**src/rtl/bdu2e_pkg.sv**
```systemverilog
// Shared types, constants and the month table of the UTC-to-epoch converter.
package bdu2e_pkg;

    // Field widths of the input and output transfers.
    localparam int YEAR_W = 14;
    localparam int MON_W  = 9;
    localparam int DAY_W  = 5;
    localparam int HOUR_W = 5;
    localparam int MIN_W  = 6;
    localparam int SEC_W  = 6;
    localparam int OUT_W  = 39;

    // Internal widths.
    localparam int TOD_W  = 17;   // seconds within the day, up to 115443
    localparam int POFF_W = 15;   // offset year before, always positive
    localparam int DAYS_W = 24;   // signed day count relative to 1970

    // Month folding: bias the month to be non-negative, divide by 12 by reciprocal.
    localparam logic [9:0]  MON_BIAS    = 10'd264;   // 22 * 12
    localparam logic [19:0] RECIP12     = 20'd683;   // 683 / 2^13 ~ 1/12
    localparam logic [15:0] YEAR_BIAS   = 16'd8277;  // 1900 - 22 - 1 + 6400

    // Division of the year quarter by 25 by reciprocal.
    localparam logic [25:0] RECIP25     = 26'd5243;  // 5243 / 2^17 ~ 1/25

    // Days from the biased year count to 1970, less one for a day of month from 1.
    localparam logic signed [24:0] DAY_BIAS = -25'sd3056715;
    localparam logic signed [24:0] DAYS_PER_YEAR = 25'sd365;
    localparam logic signed [41:0] SEC_PER_DAY   = 42'sd86400;

    // Payload after the month fold.
    typedef struct packed {
        logic [POFF_W-1:0] p_off;
        logic [3:0]        mon;
        logic [DAY_W-1:0]  day;
        logic [TOD_W-1:0]  tod;
    } t_fold;

    // Payload after the day count.
    typedef struct packed {
        logic signed [DAYS_W-1:0] days;
        logic [TOD_W-1:0]         tod;
    } t_days;

    // Days before the first of the month; leap selects the leap-year column.
    function automatic logic [8:0] month_start(input logic leap, input logic [3:0] mon);
        logic [8:0] d;
        unique case (mon)
            4'd0:    d = 9'd0;
            4'd1:    d = 9'd31;
            4'd2:    d = 9'd59;
            4'd3:    d = 9'd90;
            4'd4:    d = 9'd120;
            4'd5:    d = 9'd151;
            4'd6:    d = 9'd181;
            4'd7:    d = 9'd212;
            4'd8:    d = 9'd243;
            4'd9:    d = 9'd273;
            4'd10:   d = 9'd304;
            4'd11:   d = 9'd334;
            default: d = 9'd0;
        endcase
        if (leap && (mon >= 4'd2)) begin
            d = d + 9'd1;
        end
        return d;
    endfunction

endpackage

```
**src/rtl/bdu2e_month_fold.sv**
```systemverilog
// Two pipeline stages that fold the month into 0..11 and form the offset year.
module bdu2e_month_fold (
    input  logic                           i_clk,
    input  logic                           i_rst_n,
    input  logic                           i_valid,
    output logic                           o_stall,
    input  logic [bdu2e_pkg::YEAR_W-1:0]   i_year,
    input  logic [bdu2e_pkg::MON_W-1:0]    i_mon,
    input  logic [bdu2e_pkg::DAY_W-1:0]    i_day,
    input  logic [bdu2e_pkg::HOUR_W-1:0]   i_hour,
    input  logic [bdu2e_pkg::MIN_W-1:0]    i_min,
    input  logic [bdu2e_pkg::SEC_W-1:0]    i_sec,
    output logic                           o_valid,
    input  logic                           i_stall,
    output bdu2e_pkg::t_fold               o_data
);

    logic                          r_v_a;
    logic                          r_v_b;
    logic                          w_rdy_a;
    logic                          w_rdy_b;

    logic [9:0]                    n_x;
    logic [19:0]                   w_prod;
    logic [5:0]                    n_q;
    logic [bdu2e_pkg::TOD_W-1:0]   n_tod;
    logic [9:0]                    r_x;
    logic [5:0]                    r_q;
    logic [bdu2e_pkg::YEAR_W-1:0]  r_year;
    logic [bdu2e_pkg::DAY_W-1:0]   r_day;
    logic [bdu2e_pkg::TOD_W-1:0]   r_tod;

    logic [9:0]                    w_rem;
    logic [15:0]                   w_poff;
    bdu2e_pkg::t_fold              n_fold;
    bdu2e_pkg::t_fold              r_fold;

    // Each stage loads when it is empty or the stage after it moves on.
    assign w_rdy_b = !r_v_b || !i_stall;
    assign w_rdy_a = !r_v_a || w_rdy_b;
    assign o_stall = !w_rdy_a;

    // Stage A: biased month times the reciprocal of 12, and time of day.
    always_comb begin
        n_x    = {i_mon[bdu2e_pkg::MON_W-1], i_mon} + bdu2e_pkg::MON_BIAS;
        w_prod = {10'd0, n_x} * bdu2e_pkg::RECIP12;
        n_q    = w_prod[18:13];
        n_tod  = bdu2e_pkg::TOD_W'({12'd0, i_hour} * 17'd3600)
               + bdu2e_pkg::TOD_W'({11'd0, i_min} * 17'd60)
               + {11'd0, i_sec};
    end

    // Stage B: remainder gives the month, quotient carries into the year.
    always_comb begin
        w_rem        = r_x - {1'b0, r_q, 3'b000} - {2'b00, r_q, 2'b00};
        w_poff       = {{2{r_year[bdu2e_pkg::YEAR_W-1]}}, r_year} + {10'd0, r_q}
                     + bdu2e_pkg::YEAR_BIAS;
        n_fold.p_off = w_poff[bdu2e_pkg::POFF_W-1:0];
        n_fold.mon   = w_rem[3:0];
        n_fold.day   = r_day;
        n_fold.tod   = r_tod;
    end

    // Valid bits.
    always_ff @(posedge i_clk) begin
        if (!i_rst_n) begin
            r_v_a <= 1'b0;
            r_v_b <= 1'b0;
        end else begin
            if (w_rdy_a) begin
                r_v_a <= i_valid;
            end
            if (w_rdy_b) begin
                r_v_b <= r_v_a;
            end
        end
    end

    // Payload registers.
    always_ff @(posedge i_clk) begin
        if (w_rdy_a && i_valid) begin
            r_x    <= n_x;
            r_q    <= n_q;
            r_year <= i_year;
            r_day  <= i_day;
            r_tod  <= n_tod;
        end
        if (w_rdy_b && r_v_a) begin
            r_fold <= n_fold;
        end
    end

    assign o_valid = r_v_b;
    assign o_data  = r_fold;

endmodule

```
**src/rtl/bdu2e_day_count.sv**
```systemverilog
// Two pipeline stages that count days since 1970 with the Gregorian leap rule.
module bdu2e_day_count (
    input  logic               i_clk,
    input  logic               i_rst_n,
    input  logic               i_valid,
    output logic               o_stall,
    input  bdu2e_pkg::t_fold   i_data,
    output logic               o_valid,
    input  logic               i_stall,
    output bdu2e_pkg::t_days   o_data
);

    logic                              r_v_c;
    logic                              r_v_d;
    logic                              w_rdy_c;
    logic                              w_rdy_d;

    logic [25:0]                       w_prod;
    logic [12:0]                       r_q4;
    logic [7:0]                        r_q25;
    logic [bdu2e_pkg::POFF_W-1:0]      r_poff;
    logic [3:0]                        r_mon;
    logic [bdu2e_pkg::DAY_W-1:0]       r_day;
    logic [bdu2e_pkg::TOD_W-1:0]       r_tod;

    logic [12:0]                       w_r25;
    logic                              w_leap;
    logic [8:0]                        w_mstart;
    logic signed [24:0]                w_sum;
    bdu2e_pkg::t_days                  n_days;
    bdu2e_pkg::t_days                  r_days;

    assign w_rdy_d = !r_v_d || !i_stall;
    assign w_rdy_c = !r_v_c || w_rdy_d;
    assign o_stall = !w_rdy_c;

    // Stage C: the quarter of the offset year divided by 25 gives the century count.
    assign w_prod = {13'd0, i_data.p_off[bdu2e_pkg::POFF_W-1:2]} * bdu2e_pkg::RECIP25;

    // Stage D: leap test from the remainders, then the day count.
    // The year is leap when the year before ends in 3 mod 4, unless it starts a
    // century that is not a multiple of 400.
    always_comb begin
        w_r25    = r_q4 - 13'({5'd0, r_q25} * 13'd25);
        w_leap   = (r_poff[1:0] == 2'b11)
                && ((w_r25[4:0] != 5'd24) || (r_q25[1:0] == 2'b11));
        w_mstart = bdu2e_pkg::month_start(w_leap, r_mon);
        w_sum    = $signed({10'd0, r_poff}) * bdu2e_pkg::DAYS_PER_YEAR
                 + $signed({12'd0, r_q4})
                 - $signed({17'd0, r_q25})
                 + $signed({19'd0, r_q25[7:2]})
                 + $signed({16'd0, w_mstart})
                 + $signed({20'd0, r_day})
                 + bdu2e_pkg::DAY_BIAS;
        n_days.days = w_sum[bdu2e_pkg::DAYS_W-1:0];
        n_days.tod  = r_tod;
    end

    // Valid bits.
    always_ff @(posedge i_clk) begin
        if (!i_rst_n) begin
            r_v_c <= 1'b0;
            r_v_d <= 1'b0;
        end else begin
            if (w_rdy_c) begin
                r_v_c <= i_valid;
            end
            if (w_rdy_d) begin
                r_v_d <= r_v_c;
            end
        end
    end

    // Payload registers.
    always_ff @(posedge i_clk) begin
        if (w_rdy_c && i_valid) begin
            r_q4   <= i_data.p_off[bdu2e_pkg::POFF_W-1:2];
            r_q25  <= w_prod[24:17];
            r_poff <= i_data.p_off;
            r_mon  <= i_data.mon;
            r_day  <= i_data.day;
            r_tod  <= i_data.tod;
        end
        if (w_rdy_d && r_v_c) begin
            r_days <= n_days;
        end
    end

    assign o_valid = r_v_d;
    assign o_data  = r_days;

endmodule

```
**src/rtl/bdu2e_sec_scale.sv**
```systemverilog
// Two pipeline stages that scale days to seconds and add the time of day.
module bdu2e_sec_scale (
    input  logic                          i_clk,
    input  logic                          i_rst_n,
    input  logic                          i_valid,
    output logic                          o_stall,
    input  bdu2e_pkg::t_days              i_data,
    output logic                          o_valid,
    input  logic                          i_stall,
    output logic [bdu2e_pkg::OUT_W-1:0]   o_secs
);

    logic                              r_v_e;
    logic                              r_v_f;
    logic                              w_rdy_e;
    logic                              w_rdy_f;

    logic signed [41:0]                w_prod;
    logic [bdu2e_pkg::OUT_W-1:0]       r_prod;
    logic [bdu2e_pkg::TOD_W-1:0]       r_tod;
    logic [bdu2e_pkg::OUT_W-1:0]       r_secs;

    assign w_rdy_f = !r_v_f || !i_stall;
    assign w_rdy_e = !r_v_e || w_rdy_f;
    assign o_stall = !w_rdy_e;

    // Stage E: days times 86400; only the low result bits are kept.
    assign w_prod = {{18{i_data.days[bdu2e_pkg::DAYS_W-1]}}, i_data.days}
                  * bdu2e_pkg::SEC_PER_DAY;

    // Valid bits.
    always_ff @(posedge i_clk) begin
        if (!i_rst_n) begin
            r_v_e <= 1'b0;
            r_v_f <= 1'b0;
        end else begin
            if (w_rdy_e) begin
                r_v_e <= i_valid;
            end
            if (w_rdy_f) begin
                r_v_f <= r_v_e;
            end
        end
    end

    // Payload registers; stage F adds the seconds of the day.
    always_ff @(posedge i_clk) begin
        if (w_rdy_e && i_valid) begin
            r_prod <= w_prod[bdu2e_pkg::OUT_W-1:0];
            r_tod  <= i_data.tod;
        end
        if (w_rdy_f && r_v_e) begin
            r_secs <= r_prod + {{(bdu2e_pkg::OUT_W-bdu2e_pkg::TOD_W){1'b0}}, r_tod};
        end
    end

    assign o_valid = r_v_f;
    assign o_secs  = r_secs;

endmodule

```
**src/rtl/broken_down_utc_to_epoch_seconds_core.sv**
```systemverilog
// An input transfer is registered through stages A to F in order, and its result
// is held in the stage F output register until the output transfer.
// Throughput: one transfer per cycle unless stalled; six register stages, each
// moving on when empty or when the stage after it moves, so bubbles fill under stall.
// Reset (synchronous, active low) clears every stage valid bit; payloads are not reset.
// Top level of the broken-down UTC time to epoch seconds converter.
module broken_down_utc_to_epoch_seconds_core (
    input  logic                                 i_clk,
    input  logic                                 i_rst_n,
    input  logic                                 i_valid,
    output logic                                 o_stall,
    input  logic [bdu2e_pkg::YEAR_W-1:0]         i_years_since_1900,
    input  logic [bdu2e_pkg::MON_W-1:0]          i_month_index,
    input  logic [bdu2e_pkg::DAY_W-1:0]          i_day_of_month,
    input  logic [bdu2e_pkg::HOUR_W-1:0]         i_hour_of_day,
    input  logic [bdu2e_pkg::MIN_W-1:0]          i_minute_of_hour,
    input  logic [bdu2e_pkg::SEC_W-1:0]          i_second_of_minute,
    output logic                                 o_valid,
    input  logic                                 i_stall,
    output logic signed [bdu2e_pkg::OUT_W-1:0]   o_epoch_seconds
);

    logic                          w_fold_valid;
    logic                          w_fold_stall;
    bdu2e_pkg::t_fold              w_fold;
    logic                          w_days_valid;
    logic                          w_days_stall;
    bdu2e_pkg::t_days              w_days;
    logic [bdu2e_pkg::OUT_W-1:0]   w_secs;

    // Month fold and offset year.
    bdu2e_month_fold u_fold (
        .i_clk   (i_clk),
        .i_rst_n (i_rst_n),
        .i_valid (i_valid),
        .o_stall (o_stall),
        .i_year  (i_years_since_1900),
        .i_mon   (i_month_index),
        .i_day   (i_day_of_month),
        .i_hour  (i_hour_of_day),
        .i_min   (i_minute_of_hour),
        .i_sec   (i_second_of_minute),
        .o_valid (w_fold_valid),
        .i_stall (w_fold_stall),
        .o_data  (w_fold)
    );

    // Day count relative to 1970.
    bdu2e_day_count u_days (
        .i_clk   (i_clk),
        .i_rst_n (i_rst_n),
        .i_valid (w_fold_valid),
        .o_stall (w_fold_stall),
        .i_data  (w_fold),
        .o_valid (w_days_valid),
        .i_stall (w_days_stall),
        .o_data  (w_days)
    );

    // Scaling to seconds.
    bdu2e_sec_scale u_secs (
        .i_clk   (i_clk),
        .i_rst_n (i_rst_n),
        .i_valid (w_days_valid),
        .o_stall (w_days_stall),
        .i_data  (w_days),
        .o_valid (o_valid),
        .i_stall (i_stall),
        .o_secs  (w_secs)
    );

    assign o_epoch_seconds = $signed(w_secs);

endmodule
```
**config.mk**
```make
export PLATFORM = sky130hd
export DESIGN_NAME = broken_down_utc_to_epoch_seconds_core
export DESIGN_NICKNAME = d
export VERILOG_FILES = /design/src/rtl/bdu2e_pkg.sv /design/src/rtl/bdu2e_month_fold.sv /design/src/rtl/bdu2e_day_count.sv /design/src/rtl/bdu2e_sec_scale.sv /design/src/rtl/broken_down_utc_to_epoch_seconds_core.sv
export SDC_FILE = /design/constraint.sdc
export NUM_CORES = 1
export LEC_CHECK = 0
export BUFFER_PORTS_ARGS = -buffer_cell sky130_fd_sc_hd__buf_2
export CAP_MARGIN = 20
export CELL_PAD_IN_SITES_DETAIL_PLACEMENT = 1
export CELL_PAD_IN_SITES_GLOBAL_PLACEMENT = 1
export CORE_MARGIN = 3
export CORE_UTILIZATION = 33
export DETAILED_ROUTE_END_ITERATION = 10
export PLACE_DENSITY = 0.59
export SLEW_MARGIN = 20
export SYNTH_ARGS = -nofsm -noshare
export SYNTH_HDL_FRONTEND = slang
export SYNTH_HIERARCHICAL = 1
export SYNTH_SLANG_ARGS = --single-unit
```
**constraint.sdc**
```tcl
create_clock -name i_clk -period 12.6 [get_ports i_clk]
set_input_delay 1.26 -clock i_clk [delete_from_list [all_inputs] [get_ports i_clk]]
set_output_delay 1.26 -clock i_clk [all_outputs]
set_load 0.01 [all_outputs]
```
## After elaboration in Yosys (flattened, before gate mapping)

Memories as Yosys holds them, arrays and structs flattened. A register that Yosys moved wholly into a read port is not among the register bits.
Cells that the tools add are included.

- Register bits: 284
- Memory bits (read-only): 144
- Bits of input ports: 49
- Output and inout port bits: 41
- Logic and storage cells: 79
- Memories kept: 1

Memory list:

| memory | depth | bits a word | rd ports | clocked after Yosys merged registers in | write ports | RTL line | text |
|---|---|---|---|---|---|---|---|
| (name not given) | 16 | 9 | 1 | 1 | 0 | bdu2e_pkg.sv:48 | `unique case (mon)` |

- $add $sub $neg: 16
- Multiply operators: 7
- Magnitude comparators: 1
- Eq/ne operators: 3
- Muxes and demuxes: 2
- Reductions and logical operators: 23

Operator list:

| operator | number |
|---|---|
| multiplier 42 x 10 -> 32 bit, second input constant | 1 |
| adder 39 x 17 -> 39 bit | 1 |
| multiplier 13 x 13 -> 25 bit, second input constant | 1 |
| adder 24 x 10 -> 24 bit | 1 |
| adder 24 x 14 -> 24 bit | 1 |
| adder 24 x 23 -> 24 bit, second input constant | 1 |
| adder 24 x 6 -> 24 bit | 1 |
| adder 24 x 7 -> 24 bit | 1 |
| multiplier 15 x 9 -> 24 bit, second input constant | 1 |
| subtractor 24 x 9 -> 24 bit | 1 |
| multiplier 10 x 10 -> 19 bit, second input constant | 1 |
| adder 17 x 12 -> 17 bit | 1 |
| adder 17 x 6 -> 17 bit | 1 |
| adder 14 x 7 -> 15 bit | 1 |
| adder 15 x 14 -> 15 bit, second input constant | 1 |
| multiplier 5 x 8 -> 13 bit, second input constant | 1 |
| adder 10 x 9 -> 10 bit, second input constant | 1 |
| multiplier 6 x 4 -> 10 bit, second input constant | 1 |
| adder 9 x 1 -> 9 bit, second input constant | 1 |
| two-way mux 9 bit | 1 |
| logical AND 1 bit | 8 |
| logical NOT 1 bit | 8 |
| multiplier 8 x 5 -> 5 bit, second input constant | 1 |
| subtractor 4 bit | 2 |
| other kinds (6) | 13 |

## Longest topological paths before layout

- Depth after elaboration: 10
- Gate-level depth with buffers: 32
- Depth with buffers taken out: 32

## Cells and area by module

Netlist, hierarchy kept.

By module, submodules not included:

| module | times used | cells each | area each (um^2) | seq. area each (um^2) |
|---|---|---|---|---|
| bdu2e_day_count | 1 | 991 | 11375.9 | 2922.8 |
| bdu2e_sec_scale | 1 | 723 | 7868.8 | 2682.6 |
| bdu2e_month_fold | 1 | 549 | 6621.4 | 2652.5 |

## Worst setup path after synthesis

OpenSTA, ideal clock, no wires.

- Path type: register to register
- From: reg u_days.r_q4[1]
- To: reg u_days.r_days, in the netlist u_days/o_data[38], data pin
- Library setup time: 0.135 ns
- Data arrival time: 7.490 ns
- Required time: 12.465 ns
- Path slack: 4.975 ns
- Stages on the path, launching flop included: 31
- Path buffers: 0
- Period minus slack after synthesis: 7.625 ns
- Path through: edfxtp_1 > inv_1 > ha_1 > ha_1 > fa_1 > inv_1 > a21o_1 > a21oi_1 > xnor2_1 > a311oi_4 > nand4_1 > xor2_1 > fa_1 > inv_1 > fa_1 > fa_1 > inv_1 > fa_1 > inv_1 > fa_1 > inv_1 > fa_1 > inv_1 > ha_1 > a21o_1 > a21oi_1 > a21oi_1 > o211ai_1 > a31oi_1 > or4b_1 > nand3_1

- Word-level cells in the longest chain between the ends: 9
- Elaborated cells on any way between the ends: 12
- Classes of those cells: add/sub (7); eq/ne (1); mux (1); reduce/logical (3)

RTL lines:

| element | RTL line | text |
|---|---|---|
| start: declaration | bdu2e_day_count.sv:19 | `logic [12:0] r_q4;` |
| start signal: assignment | bdu2e_day_count.sv:77 | `r_q4 <= i_data.p_off[bdu2e_pkg::POFF_W-1:2];` |
| branches (longest 6 deep; another with adder 24 x 14 -> 24 bit) | n/a |  |
| adder 24 x 10 -> 24 bit (*) | bdu2e_day_count.sv:52 | `+ $signed({16'd0, w_mstart})` |
| adder 24 x 6 -> 24 bit (*) | bdu2e_day_count.sv:53 | `+ $signed({20'd0, r_day})` |
| adder 24 x 23 -> 24 bit (*) | bdu2e_day_count.sv:54 | `+ bdu2e_pkg::DAY_BIAS;` |
| net u_days.w_sum[21] | bdu2e_day_count.sv:29 | `logic signed [24:0] w_sum;` |
| end signal: assignment | bdu2e_day_count.sv:85 | `r_days <= n_days;` |
| end: declaration | bdu2e_day_count.sv:31 | `bdu2e_pkg::t_days r_days;` |

Mark *: on every way through the listed nets, which the timed path passes.
A chain may end at the register's enable or synchronous reset.

## Worst setup path after layout

Ends and elaborated chain as after synthesis.

==> run summary <==
WHS Endpoint: u_fold/o_data[7]
Post-Route Skew: 0.0278 ns
CP peak stage delay: 0.62 ns
DRT Pass-1 Iters: 4
Async S/R FF share, synth: 0%
HP Class: reg2reg
CP Data Arrival Time: 8.95 ns
Period utilization: 67.8%
Num CTS Buffers: 36
CP endpoint kind: flip-flop
Worst Tran Pin Value: 0.914 ns
Top post-synthesis cells by area: edfxtp_1 (31%), ha_1 (21%), fa_1 (20%)
Post-Syn Instances: 2263
Clk_lat worst skew: 0.55 ns
Critical Path RT: 13.01 ns
CTS tree: yes
Commonest cells after routing, fill and taps aside: inv_1 (495), ha_1 (441), edfxtp_1 (265)
DRC: 0
# IOs: 90
Fin crit period: 8.54 ns
Die area: 81800 sq um
Vias in the first global route: 18000
Initial antenna violation count: 1
CTS root buf: clkbuf_16
Worst hold stages: 0
Core area: 77600 sq um
Post-place instance area: 27600 sq um
RSZ-0062 raised after global routing: no
Element type at the critical path start: flip-flop
TritonCTS Sinks: 280
Vias: 16100
Tot GR Track Use: 13.9%
Synth warn: 6
Die H: 286 microns
Syn Nets: 3007
Status: completed
Endpoints failing setup: 0
Dpl cells: 3385
CP Max Fanout: 9
Starting DRT DRC Count: 440
Area grow syn2layout: 11.3%
Reg-to-reg startpoint: u_days/r_q4[1]
Syn Area/Cell: 11.4 sq um
Synth area leader: edfxtp_1
Post-CTS setup buffer count: 0
Fin Setup TNS: 0 ns
CTS resizes: 0
DIE WIDTH: 286 microns
Starting density of the core: 33.3%
GR Overflow Total: 0
Pin count of the biggest net entering global routing: 50
Most common cell after layout, fill and taps aside: inv_1
Nets: 3127
Cts hold-fix bufs: 0
Critical path class: reg2reg
DP HPWL: 47100 microns
Share of cells above drive strength 1: 7.18%
Reg2reg path depth: 28
Max Buffers Root-to-Sink: 3
Mapped cell area: 25900 sq um
N_diodes: 0
Post-DR wirelength/cell: 16.0 microns
Final Cell Area: 28800 sq um
Max Cap Viol: 0
Synth Flop Type: edfxtp_1
Min-delay src: u_fold/r_tod[7]
Global-route wire length before repair: 92000 microns
Most used cell, CP: fa_1
Final hold vios: 0
I/O Buffers: 89
ANT nets after route: 0
Slew Viols, Final: 0
Flop and latch count out of synthesis: 280
Wirelength, routed: 55300 microns
EDFF count, synth: 265
Synth cell types: 77
Slowest cell on crit path: nor4b_1
Post-synthesis sequential area ratio: 31.9%
Rel. slew slack: 37.3%
Via/cell ratio: 4.66
Htree depth: 2
Row cnt: 102
FMAX: 117 MHz
Top cell type's share of synthesized area: 30.8%
RR Endpoint: u_days/o_data[38]
Gpl congestion: 0.888
Layout Cells excl Fill: 3451
Reg clk slew, reported paths: 0.06 ns
Reg2reg setup slack: 4.06 ns
## kinds of logic after synthesis
group	count (synthesis)	share of synthesized area, %
AO/OA/AOI/OAI	301	7.75
flip-flops	280	31.9
XOR/XNOR	162	5.49
multiplexers	10	0.392
AND/OR/NAND/NOR	306	6.01
adder cells (fa/ha/maj)	695	41.0
buffers and inverters	509	7.44
## worst max-delay path by stage
stage / end / slack [ns] / from
3_5_place_dp: u_days/o_data[38] / 4.02 / u_days/r_q4[2]
4_1_cts: u_days/o_data[38] / 3.99 / u_days/r_q4[2]
5_1_grt: u_days/o_data[38] / 3.65 / u_days/r_q4[1]
6_report: u_days/o_data[38] / 4.06 / u_days/r_q4[1]
3_3_place_gp: u_days/o_data[38] / 4.36 / u_days/r_q4[2]
2_1_floorplan: u_days/o_data[38] / 4.97 / u_days/r_q4[1]
## sequential cells by signal, indices dropped and copies added (netlist names), named ones only
register	flops
u_days/r_q4	13
u_secs/r_tod	17
u_fold/r_day	5
u_days/r_poff	2
u_days/r_day	5
u_secs/o_secs	39
u_fold/o_valid	1
u_fold/o_data	41
u_days/r_v_c	1
u_fold/r_year	14
u_days/r_mon	4
u_secs/r_v_e	1
u_days/r_q25	8
u_fold/r_x	4
u_days/r_tod	17
u_secs/r_prod	32
u_fold/r_q	6
u_days/o_data	41
u_fold/r_v_a	1
u_secs/o_valid	1
u_fold/r_tod	17
u_days/o_valid	1
## Yosys cell counts (all sizes together), types with 28 or more instances
library cell / count
edfxtp: 265
nand2: 77
a21oi: 92
o21ai: 50
nand3: 28
nor2: 77
fa: 254
xor2: 51
a21o: 44
xnor2: 111
ha: 441
inv: 496
## per-layer routing
metal / track usage [%] / part of all wire, % / vias up
met1: 17.4 / 45 / 8046
met5: 0 / 0 / -
met4: 3.15 / 2.0 / 0
li1: - / - / 7854
met3: 1.81 / 2.2 / 64
met2: 25.2 / 51 / 127
## cell type report
class | count | area, sq um
flip-flops and latches | 280 | 8260
clock buffers | 43 | 927
inverters | 496 | 1860
multi-input cells | 1474 | 15700
well taps | 1040 | 1300
repair buffers | 95 | 490
clock inverters | 23 | 224
fillers | 8611 | 48800
## per-stage QoR
step	utilization, %	worst slack (ns)	hold WS [ns]
after global routing	37.1	3.65	0.423
after global placement	35.6	4.36	0.400
after floorplan	-	4.97	0.400
final	37.1	4.06	0.415
after detailed placement	35.6	4.02	0.406
after CTS	37.1	3.99	0.416
## critical path: cells and delay by family, from the launching register on
kind	cells	cell delay (ns)
fa+ha+maj	10	4.32
flops	1	0.46
buf+inv	6	0.43
xor+xnor	2	0.26
simple gates	4	1.47
compound gates	6	1.44
Power is left out: the tool's default activity adds up to more than one toggle a clock period on the data nets, which glitch-free logic cannot reach.
